$ cat src/hw/rtl/weighted_markov_chord_step_macros.svh
// Assertion macros for the weighted Markov chord step block.
// Used by the top level only; expects clk and rst_n in scope.
`ifndef WEIGHTED_MARKOV_CHORD_STEP_MACROS_SVH
`define WEIGHTED_MARKOV_CHORD_STEP_MACROS_SVH

// Same-cycle implication, disabled during reset
`define WMCS_ASSERT_NOW(lbl, ante, cons, msg) \
    lbl: assert property (@(posedge clk) disable iff (!rst_n) (ante) |-> (cons)) \
        else $error(msg);

// Next-cycle implication, disabled during reset
`define WMCS_ASSERT_NEXT(lbl, ante, cons, msg) \
    lbl: assert property (@(posedge clk) disable iff (!rst_n) (ante) |=> (cons)) \
        else $error(msg);

`endif

$ cat src/hw/rtl/wmcs_pkg.sv
// Package for the weighted Markov chord step block: widths, mode codes,
// the two transition weight tables and helper functions. No dependencies.
package wmcs_pkg;

    localparam int WORD_W  = 32;
    localparam int DEG_W   = 3;
    localparam int MODE_W  = 3;
    localparam int WGT_W   = 3;
    localparam int SUM_W   = 5;
    localparam int CNT_W   = $clog2(WORD_W);
    localparam int NUM_DEG = 7;

    localparam logic [DEG_W-1:0]  LAST_DEG     = DEG_W'(NUM_DEG - 1);
    localparam logic [DEG_W-1:0]  TONIC        = '0;
    localparam logic [MODE_W-1:0] MODE_MAJOR_A = MODE_W'(1);
    localparam logic [MODE_W-1:0] MODE_MAJOR_B = MODE_W'(5);

    typedef logic [WGT_W-1:0] wgt_t;
    typedef logic [SUM_W-1:0] sum_t;

    localparam wgt_t MAJOR_TBL [0:NUM_DEG-1][0:NUM_DEG-1] = '{
        '{3'd2, 3'd1, 3'd1, 3'd4, 3'd4, 3'd3, 3'd1},
        '{3'd3, 3'd0, 3'd0, 3'd1, 3'd5, 3'd0, 3'd0},
        '{3'd2, 3'd0, 3'd0, 3'd2, 3'd1, 3'd4, 3'd0},
        '{3'd4, 3'd1, 3'd0, 3'd1, 3'd4, 3'd2, 3'd0},
        '{3'd5, 3'd0, 3'd0, 3'd1, 3'd0, 3'd3, 3'd0},
        '{3'd2, 3'd4, 3'd0, 3'd4, 3'd2, 3'd0, 3'd0},
        '{3'd4, 3'd0, 3'd0, 3'd0, 3'd2, 3'd0, 3'd0}
    };

    localparam wgt_t MINOR_TBL [0:NUM_DEG-1][0:NUM_DEG-1] = '{
        '{3'd3, 3'd1, 3'd2, 3'd3, 3'd3, 3'd2, 3'd3},
        '{3'd3, 3'd0, 3'd0, 3'd0, 3'd2, 3'd0, 3'd0},
        '{3'd3, 3'd0, 3'd0, 3'd2, 3'd1, 3'd2, 3'd1},
        '{3'd3, 3'd1, 3'd0, 3'd1, 3'd2, 3'd0, 3'd2},
        '{3'd4, 3'd0, 3'd0, 3'd1, 3'd0, 3'd1, 3'd1},
        '{3'd2, 3'd0, 3'd1, 3'd3, 3'd1, 3'd0, 3'd2},
        '{3'd4, 3'd0, 3'd1, 3'd0, 3'd1, 3'd0, 3'd0}
    };

    function automatic logic is_major(input logic [MODE_W-1:0] mode);
        return (mode == MODE_MAJOR_A) || (mode == MODE_MAJOR_B);
    endfunction

    // Out-of-range degree wraps to the tonic row (degree modulo seven)
    function automatic wgt_t weight(input logic major, input logic [DEG_W-1:0] row,
                                    input logic [DEG_W-1:0] col);
        logic [DEG_W-1:0] r;
        logic [DEG_W-1:0] c;
        r = (row > LAST_DEG) ? TONIC : row;
        c = (col > LAST_DEG) ? TONIC : col;
        return major ? MAJOR_TBL[r][c] : MINOR_TBL[r][c];
    endfunction

    function automatic sum_t row_sum(input logic major, input logic [DEG_W-1:0] row);
        sum_t acc;
        acc = '0;
        for (int i = 0; i < NUM_DEG; i++) begin
            acc = acc + SUM_W'(weight(major, row, DEG_W'(i)));
        end
        return acc;
    endfunction

endpackage

$ cat src/hw/rtl/weighted_markov_chord_step.sv
// Weighted Markov chord step: one transfer in, one chord degree out.
// Steps from input transfer to result valid: the bit-serial remainder unit, the
// weight scan, then a register for the result. A new item is taken only after the
// last result is loaded into the output register, which waits on any output stall.
// Reset (rst_n low, asynchronous) sets degree and scale mode to 0, drops valid.
// Depends on wmcs_pkg and weighted_markov_chord_step_macros.svh.
module weighted_markov_chord_step (
    input  logic                           clk,
    input  logic                           rst_n,
    input  logic                           cfg_we,
    input  logic [wmcs_pkg::MODE_W-1:0]    scale_mode,
    input  logic                           in_valid,
    output logic                           in_ready,
    input  logic [wmcs_pkg::WORD_W-1:0]    random_word,
    output logic                           out_valid,
    input  logic                           out_ready,
    output logic [wmcs_pkg::DEG_W-1:0]     chord_degree
);
    import wmcs_pkg::*;

    localparam logic [1:0] S_IDLE = 2'd0;
    localparam logic [1:0] S_DIV  = 2'd1;
    localparam logic [1:0] S_SCAN = 2'd2;
    localparam logic [1:0] S_PUSH = 2'd3;

    logic [1:0]        state_reg,  state_next;
    logic [MODE_W-1:0] mode_reg;
    logic [DEG_W-1:0]  cur_reg,    cur_next;
    logic [WORD_W-1:0] word_reg,   word_next;
    logic [CNT_W-1:0]  cnt_reg,    cnt_next;
    sum_t              total_reg,  total_next;
    sum_t              rem_reg,    rem_next;
    sum_t              run_reg,    run_next;
    logic [DEG_W-1:0]  idx_reg,    idx_next;
    logic [DEG_W-1:0]  res_reg,    res_next;
    logic              ovalid_reg, ovalid_next;
    logic [DEG_W-1:0]  odeg_reg,   odeg_next;

    logic              major;
    logic [SUM_W:0]    rem_shift;
    logic [SUM_W:0]    rem_diff;
    sum_t              run_sum;
    logic              push_go;

    assign in_ready     = (state_reg == S_IDLE);
    assign out_valid    = ovalid_reg;
    assign chord_degree = odeg_reg;

    // Combinational datapath: restoring remainder step, running weight sum and push condition
    assign major     = is_major(mode_reg);
    assign rem_shift = {rem_reg, word_reg[WORD_W-1]};
    assign rem_diff  = rem_shift - {1'b0, total_reg};
    assign run_sum   = run_reg + SUM_W'(weight(major, cur_reg, idx_reg));
    assign push_go   = !ovalid_reg || out_ready;

    // Sequencer
    always_comb
    begin
        state_next  = state_reg;
        cur_next    = cur_reg;
        word_next   = word_reg;
        cnt_next    = cnt_reg;
        total_next  = total_reg;
        rem_next    = rem_reg;
        run_next    = run_reg;
        idx_next    = idx_reg;
        res_next    = res_reg;
        ovalid_next = ovalid_reg;
        odeg_next   = odeg_reg;

        // drop result once the consumer takes it
        if (ovalid_reg && out_ready)
        begin
            ovalid_next = 1'b0;
        end

        case (state_reg)
            S_IDLE:
            begin
                if (in_valid)
                begin
                    word_next  = random_word;
                    total_next = row_sum(major, cur_reg);
                    rem_next   = '0;
                    cnt_next   = CNT_W'(WORD_W - 1);
                    if (row_sum(major, cur_reg) == '0)
                    begin
                        res_next   = TONIC;
                        state_next = S_PUSH;
                    end
                    else
                    begin
                        state_next = S_DIV;
                    end
                end
            end
            S_DIV:
            begin
                // one quotient bit per cycle, keep only the remainder
                rem_next  = rem_diff[SUM_W] ? rem_shift[SUM_W-1:0] : rem_diff[SUM_W-1:0];
                word_next = {word_reg[WORD_W-2:0], 1'b0};
                cnt_next  = cnt_reg - 1'b1;
                if (cnt_reg == '0)
                begin
                    run_next   = '0;
                    idx_next   = TONIC;
                    state_next = S_SCAN;
                end
            end
            S_SCAN:
            begin
                // advance through the row until the running total passes the draw
                run_next = run_sum;
                idx_next = idx_reg + 1'b1;
                if (rem_reg < run_sum)
                begin
                    res_next   = idx_reg;
                    state_next = S_PUSH;
                end
                else if (idx_reg == LAST_DEG)
                begin
                    res_next   = cur_reg;
                    state_next = S_PUSH;
                end
            end
            S_PUSH:
            begin
                // hold until the output register is free
                if (push_go)
                begin
                    ovalid_next = 1'b1;
                    odeg_next   = res_reg;
                    cur_next    = res_reg;
                    state_next  = S_IDLE;
                end
            end
            default:
            begin
                state_next = S_IDLE;
            end
        endcase
    end

    // Control state
    always_ff @(posedge clk or negedge rst_n)
    begin
        if (!rst_n)
        begin
            state_reg  <= S_IDLE;
            cur_reg    <= TONIC;
            mode_reg   <= '0;
            ovalid_reg <= 1'b0;
        end
        else
        begin
            state_reg  <= state_next;
            cur_reg    <= cur_next;
            ovalid_reg <= ovalid_next;
            if (cfg_we)
            begin
                mode_reg <= scale_mode;
            end
        end
    end

    // Datapath registers
    always_ff @(posedge clk)
    begin
        word_reg  <= word_next;
        cnt_reg   <= cnt_next;
        total_reg <= total_next;
        rem_reg   <= rem_next;
        run_reg   <= run_next;
        idx_reg   <= idx_next;
        res_reg   <= res_next;
        odeg_reg  <= odeg_next;
    end

    `include "weighted_markov_chord_step_macros.svh"

    `WMCS_ASSERT_NOW(a_rem_below_total, state_reg == S_SCAN, rem_reg < total_reg, "remainder not below row sum")
    `WMCS_ASSERT_NEXT(a_busy_after_transfer, in_valid && in_ready, !in_ready, "ready after input transfer")
    `WMCS_ASSERT_NEXT(a_push_loads, state_reg == S_PUSH && push_go, out_valid && chord_degree == cur_reg, "result not loaded")
    `WMCS_ASSERT_NOW(a_degree_range, out_valid, chord_degree <= LAST_DEG, "degree out of range")

endmodule
$ cat config.mk
export PLATFORM = sky130hd
export DESIGN_NAME = weighted_markov_chord_step
export DESIGN_NICKNAME = d
export VERILOG_FILES = /design/src/hw/rtl/wmcs_pkg.sv /design/src/hw/rtl/weighted_markov_chord_step.sv
export VERILOG_INCLUDE_DIRS = /design/src /design/src/hw/rtl
export SDC_FILE = /design/constraint.sdc
export NUM_CORES = 1
export LEC_CHECK = 0
export BUFFER_PORTS_ARGS = -buffer_cell sky130_fd_sc_hd__buf_2
export CORE_MARGIN = 2
export CORE_UTILIZATION = 60
export CTS_BUF_LIST = sky130_fd_sc_hd__clkbuf_16
export CTS_CLUSTER_DIAMETER = 80
export DETAILED_ROUTE_END_ITERATION = 6
export PLACE_DENSITY_LB_ADDON = 0.15
export SLEW_MARGIN = 20
export SYNTH_ARGS = -nofsm -noshare
export SYNTH_HDL_FRONTEND = slang
export SYNTH_SLANG_ARGS = --single-unit
export TNS_END_PERCENT = 50
$ cat constraint.sdc
create_clock -name clk -period 6.7 [get_ports clk]
set_input_delay 1.34 -clock clk [delete_from_list [all_inputs] [get_ports clk]]
set_output_delay 1.34 -clock clk [all_outputs]
set_load 0.02 [all_outputs]
==> results of run 1 <==
==> placed cells by master (no fill, tap or decap), types with 5 or more instances in the layout <==
cell type,count
edfxtp_1,61
buf_2,43
mux2_2,38
inv_1,33
ha_1,30
nand2_1,29
nor2_1,23
a21oi_1,18
o21ai_0,15
nand2b_1,12
fa_1,12
nor2b_1,10
clkbuf_16,9
nand3_1,8
and2_1,8
dfrtp_1,8
a211oi_1,7
a21o_1,6
nor3_1,6
xnor2_1,6
o22ai_1,6
mux2i_1,6
xor2_1,5
==> worst max-delay path, cell delays in order, from the launching register on <==
cell and delay (ns):
dfrtp_1 0.62, a21boi_1 0.84, nand2b_1 0.30, nand2_1 0.13, o21ai_0 0.13, fa_1 0.61
inv_1 0.06, fa_1 0.53, inv_1 0.05, fa_1 0.53, inv_1 0.07, fa_1 0.45
xor2_1 0.17, or4_1 0.43, nor3_1 0.17, a31o_1 0.27
==> how the worst max path moves through the flow <==
| stage | start | endpoint | slack [ns] |
|---|---|---|---|
| after floorplan | cur_reg[2]$_DFFE_PN0P_ | res_reg[0]$_SDFFCE_PN0P_ | 1.63 |
| after global placement | cur_reg[2]$_DFFE_PN0P_ | res_reg[1]$_SDFFCE_PN0P_ | 1.24 |
| after detailed placement | cur_reg[2]$_DFFE_PN0P_ | res_reg[2]$_SDFFCE_PN0P_ | 1.12 |
| after CTS | cur_reg[2]$_DFFE_PN0P_ | res_reg[1]$_SDFFCE_PN0P_ | 1.11 |
| after global routing | cur_reg[2]$_DFFE_PN0P_ | res_reg[1]$_SDFFCE_PN0P_ | 0.72 |
| final | cur_reg[2]$_DFFE_PN0P_ | res_reg[1]$_SDFFCE_PN0P_ | 1.04 |
==> layout make-up <==
cell class / count / share of cell area (%)
Multi-Input combinational cell: 296 / 45.83
Sequential cell: 69 / 39.05
Clock buffer: 9 / 4.328
Timing Repair Buffer: 44 / 4.280
Inverter: 34 / 2.453
Tap cell: 102 / 2.453
Clock inverter: 7 / 1.611
==> metal layers <==
layer | track usage [%] | part of all wire, % | up-vias
met3 | 6.738 | 7.2 | 24
met1 | 29.81 | 43 | 1552
met5 | 0 | 0 | -
met4 | 9.204 | 2.6 | 0
met2 | 37.93 | 47 | 132
li1 | - | - | 1591
==> synth_stat cells (4+ instances only) <==
cell and number:
nand2_1 29, a21oi_1 18, mux2_2 38, a21o_1 6, and2_1 8, o21a_1 4
nand2b_1 12, dfrtp_1 8, nand3_1 8, inv_2 4, fa_1 12, inv_1 30
nor2b_1 10, ha_1 31, edfxtp_1 61, nor2_1 23, mux2i_1 6, nor3_1 6
a211oi_1 7, o21ai_0 16, buf_2 5, clkbuf_1 14, o22ai_1 6, xnor2_1 6
xor2_1 5
==> logic make-up (layout without fill, tap and decap cells) <==
kind of cell	Yosys count	in the layout	synth area share (%)
buffers and inverters	55	94	4.829
muxes	44	44	10.52
xor gates and xnor gates	11	11	2.077
DFF	69	69	43.81
and+or+nand+nor	110	110	11.98
AOI/OAI and AO/OA	88	88	13.25
adders and majority gates	43	43	13.54
==> stage by stage <==
step / setup WS, ns / cells / hold slack, ns / cell area, sq um / util (%)
3_5_place_dp: 1.122 / 545 / 0.4638 / 4895 / 64.34
2_1_floorplan: 1.628 / 420 / 0.4222 / 4638 / -
6_report: 1.045 / 561 / 0.4791 / 5204 / 68.40
4_1_cts: 1.105 / 561 / 0.4773 / 5204 / 68.40
5_1_grt: 0.7217 / 561 / 0.5014 / 5204 / 68.40
3_3_place_gp: 1.238 / 545 / 0.4624 / 4895 / 64.34
==> out/metrics.csv, run 1 <==
stage;metric;value;unit
sta;setup_viol;0;
global_routing;gr-usage-all-layers;23.42;%
clock_tree;cts_sinks;69;
synth;synth_area_leaders;edfxtp_1 (39%), mux2_2 (9.2%), ha_1 (8.4%);
finish;diodes;0;
synth;synth_area_leader_cell;edfxtp_1;
clock_tree;cts_setup_buffers;0;
sta;drv_slew;0;
synth;synth-edff-count;61;
finish;regArea;2032;sq um
clock_tree;cts.clk_slew.worst_paths;0.05;ns
global_routing;grt-ovfl-total;0;
flow_run;cap_violations;0;
finish;layout-drive-gt1-share;22.66;%
critical_path;start_kind;flop;
clock_tree;htree_levels;3;
finish;largest_register_ffs;32;
finish;multi_input_area;2385;sq um
critical_path;worstSetupPathType;reg2reg;
drt;via_count;3299;
die;die_height;91.92;microns
synth;syn-cell-area;4638;sq um
global_routing;grt_pass1_vias;3352;
placement;dp_hpwl;6579;microns
synth;synth_top_cell_area_share;39.49;%
placement;port_buffers;43;
hold_path;holdPathStages;0;
synth;postSynthCellCount;420;
clock_tree;clock_path_buffers;2;
synth;syn_avg_cell_area;11.04;sq um
hold_path;whs_endpoint;chord_degree[0]$_DFFE_PP_;
hold_path;min-delay-start;res_reg[0]$_SDFFCE_PN0P_;
clock_tree;cts_root_buf;clkbuf_16;
die;initial_utilization;60.97;%
clock_tree;ctsResizeCount;0;
synth;synthFlopType;edfxtp_1;
finish;area_delta_synth_final;12.19;%
sta;relSlewSlack;28.55;%
placement;gp_congestion;0.9688;
run_status;status;finished, final reports clean;
clock_tree;ctsHoldBuffers;0;
drt;first_pass_iters;7;
synth;ys_seq_elements;69;
critical_path;cp-end-kind;flop;
sta;max_freq;176.8;MHz
drt;drtIter0Drc;266;
sta;hold_violations;0;
sta;fin_worst_skew;0.01002;ns
synth;ys.warnings.count;0;
drt;drc;0;
sta;fin_setup_tns;0;ns
die;num_rows;32;
sta;tightestPinTransition;1.070;ns
critical_path;r2r-start;cur_reg[2]$_DFFE_PN0P_;
clock_tree;numCtsBuffers;9;
die;core;7607;sq um
critical_path;cp.required;6.72;ns
sta;period_minus_slack;5.655;ns
drt;via_per_inst;5.881;
synth;yosysSeqAreaShare;43.81;%
drt;wl_per_cell;16.44;microns
sta;rsz0062_at_grt;false;
global_routing;grt_max_degree;47;
critical_path;r2r_cells;15;
critical_path;cp_max_fo;17;
drt;ant_nets;0;
clock_tree;cts_tree;done;
synth;synth_fp_nets;503;
die;io-pin-count;45;
clock_tree;insertion_delay;0.33;ns
synth;synth_cell_type_count;58;
global_routing;grt_pass1_wl;15610;microns
critical_path;critPathArrivalTime;5.68;ns
critical_path;rr_endpoint;res_reg[1]$_SDFFCE_PN0P_;
synth;async_reset_ff_share;11.59;%
global_routing;antenna_found_initial;0;
hold_path;hp-class;reg2reg;
die;die-area;8449;sq um
die;die_x;91.92;microns
sta;timing.final.crit_share;84.40;%
finish;fillers;590;
finish;nNetsFinal;537;
drt;drt-total-wl;9223;microns
critical_path;r2r_setup_slack;1.04;ns
Power of run 1 is not shown: default switching activity piles up to over one toggle a cycle in this logic, so the estimate is an artifact.
==> run 2: changes to the inputs <==
==> constraint.sdc (replaced) <==
create_clock -name clk -period 5.5 [get_ports clk]
set_input_delay 1.1 -clock clk [delete_from_list [all_inputs] [get_ports clk]]
set_output_delay 1.1 -clock clk [all_outputs]
set_load 0.02 [all_outputs]
==> run 2 against run 1 <==
  * Count of clock-buffer cells in the layout unchanged
  * Register-to-register slack worse by 0.78 ns
  * Clock skew is 0.0024 ns lower
  * Cell count grew 1.8%
  * Fmax increased by 8.1%
  * First-iteration DRC count rose by 0.75%
  * Sequential cell count unchanged
  * Core utilization increased by 0.97 points
  * Worst setup slack lost 0.78 ns
  * Wire length decreased by 2.5%
  * Worst hold slack improved by 0.011 ns
  * Design area rose by 1.4%
  * Critical endpoint is now res_reg[2]$_SDFFCE_PN0P_
==> out/metrics.csv, run 2 (synthesis gave the netlist of run 1 again) <==
stage;metric;value;unit;change
sta;relSlewSlack;38.36;%;+9.8 points
sta;rsz0062_at_grt;false;;
drt;via_count;3272;;-0.82%
die;num_rows;32;;unchanged
drt;drt-total-wl;8994;microns;-2.5%
drt;wl_per_cell;15.75;microns;-4.2%
clock_tree;cts.clk_slew.worst_paths;0.06;ns;about the same
die;initial_utilization;60.97;%;unchanged
clock_tree;insertion_delay;0.32;ns;about the same
global_routing;grt_max_degree;47;;unchanged
clock_tree;cts_setup_buffers;0;;unchanged
global_routing;antenna_found_initial;0;;unchanged
placement;dp_hpwl;6530;microns;-0.73%
drt;first_pass_iters;4;;-3
sta;fin_worst_skew;0.007605;ns;-0.002415 ns
sta;timing.final.crit_share;95.15;%;+11 points
sta;hold_violations;0;;unchanged
finish;final_cell_mix;edfxtp_1 (61), buf_2 (43), mux2_2 (38);;
critical_path;worstSetupPathType;reg2reg;;
drt;drtIter0Drc;268;;+0.75%
global_routing;grt_pass1_wl;15500;microns;-0.70%
global_routing;gr-usage-all-layers;23.16;%;-0.26 points
finish;largest_register_ffs;32;;unchanged
die;io-pin-count;45;;unchanged
critical_path;start_kind;flop;;
finish;area_delta_synth_final;13.78;%;
die;die_x;91.92;microns;unchanged
die;die-area;8449;sq um;unchanged
die;core;7607;sq um;unchanged
sta;fin_setup_tns;0;ns;unchanged
global_routing;grt-ovfl-total;0;;unchanged
finish;diodes;0;;unchanged
clock_tree;clock_path_buffers;2;;unchanged
critical_path;cp.required;5.52;ns;-1.20 ns
die;die_height;91.92;microns;unchanged
drt;via_per_inst;5.730;;-2.6%
sta;max_freq;191.1;MHz;+8.1%
sta;tightestPinTransition;0.9246;ns;-0.1450 ns
clock_tree;cts_root_buf;clkbuf_16;;
drt;ant_nets;0;;unchanged
critical_path;critPathArrivalTime;5.25;ns;-0.43 ns
flow_run;cap_violations;0;;unchanged
placement;gp_congestion;0.9469;;-2.3%
sta;setup_viol;0;;unchanged
clock_tree;numCtsBuffers;9;;unchanged
placement;port_buffers;43;;unchanged
finish;layout-drive-gt1-share;25.37;%;+2.7 points
sta;drv_slew;0;;unchanged
finish;nNetsFinal;547;;+1.9%
critical_path;cp_max_fo;8;;-9
global_routing;grt_pass1_vias;3206;;-4.4%
clock_tree;htree_levels;3;;unchanged
hold_path;hp-class;reg2reg;;
finish;final_common_cell;edfxtp_1;;
clock_tree;cts_sinks;69;;unchanged
clock_tree;cts_tree;done;;
run_status;status;finished, final reports clean;;
drt;drc;0;;unchanged
finish;fillers;590;;unchanged
sta;period_minus_slack;5.233;ns;-0.4217 ns
critical_path;cp-end-kind;flop;;
## run 2: changes by cell type in the layout (fill, tap and decap cells not counted), sizes merged
cell,previous run,this run
bufinv,2,1
buf,44,54
clkinv,2,1
clkinvlp,0,2
## run 2: worst paths after layout
| kind | endpoint | startpoint | cells past startpoint | slack, ns |
|---|---|---|---|---|
| worst max-delay path | res_reg[2]$_SDFFCE_PN0P_ | cur_reg[0]$_DFFE_PN0P_ | 18 | 0.27 |
| worst min-delay path | chord_degree[0]$_DFFE_PP_ | res_reg[0]$_SDFFCE_PN0P_ | 0 | 0.49 |
| worst max register to register | res_reg[2]$_SDFFCE_PN0P_ | cur_reg[0]$_DFFE_PN0P_ | 18 | 0.27 |
| worst min register to register | chord_degree[0]$_DFFE_PP_ | res_reg[0]$_SDFFCE_PN0P_ | 0 | 0.49 |
| max in group asynchronous | cur_reg[0]$_DFFE_PN0P_ | rst_n | 1 | 4.67 |
| min in group asynchronous | mode_reg[1]$_DFFE_PN0P_ | rst_n | 1 | 0.63 |
## run 2: area by class of cell
type                       count  area (sq um)  share of cell area [%]
sequential                    69          2032                   38.50
clock buffer                   9         225.2                   4.267
tap                          102         127.6                   2.418
timing repair buffer          54         297.8                   5.642
clock inverter                 7         80.08                   1.517
multi-input combinational    296          2387                   45.23
inverter                      34         127.6                   2.418
## run 2: worst max-delay path, stage by stage (launching register included)
cell	delay (ns)
dfrtp_1	0.42
nand2_1	0.07
and2_1	0.14
inv_1	0.08
ha_1	0.44
nor2_2	0.22
a21oi_1	0.09
or2_1	0.25
fa_1	0.49
inv_1	0.06
fa_1	0.53
inv_1	0.05
fa_1	0.52
inv_1	0.07
fa_1	0.45
xor2_1	0.17
or4_1	0.42
nor3_1	0.19
a31o_1	0.27
## run 2: through the flow
stage          cell area, sq um  setup WS [ns]  util (%)  instances  hold WS [ns]
6_report                   5278         0.2666     69.38        571        0.4897
5_1_grt                    5278        0.03356     69.38        571        0.5032
4_1_cts                    5275         0.2335     69.34        571        0.4948
3_5_place_dp               4970         0.3090     65.33        555        0.4807
3_3_place_gp               4970         0.3579     65.33        555        0.4561
2_1_floorplan              4638         0.4284         -        420        0.4222
## run 2: timing repair
item | CTS | global route
hold buffers | 0 | 0
endpoints found under the setup margin | 0 | 3
resized for setup | 0 | 1
## run 2: layer usage
metal,vias to the layer above,share of wire (%),track usage [%]
met5,-,0,0
met4,0,2.5,9.204
met3,17,6.1,5.998
met2,111,48,36.52
met1,1532,44,30.79
li1,1612,-,-
Power of run 2 is left out for the same reason.
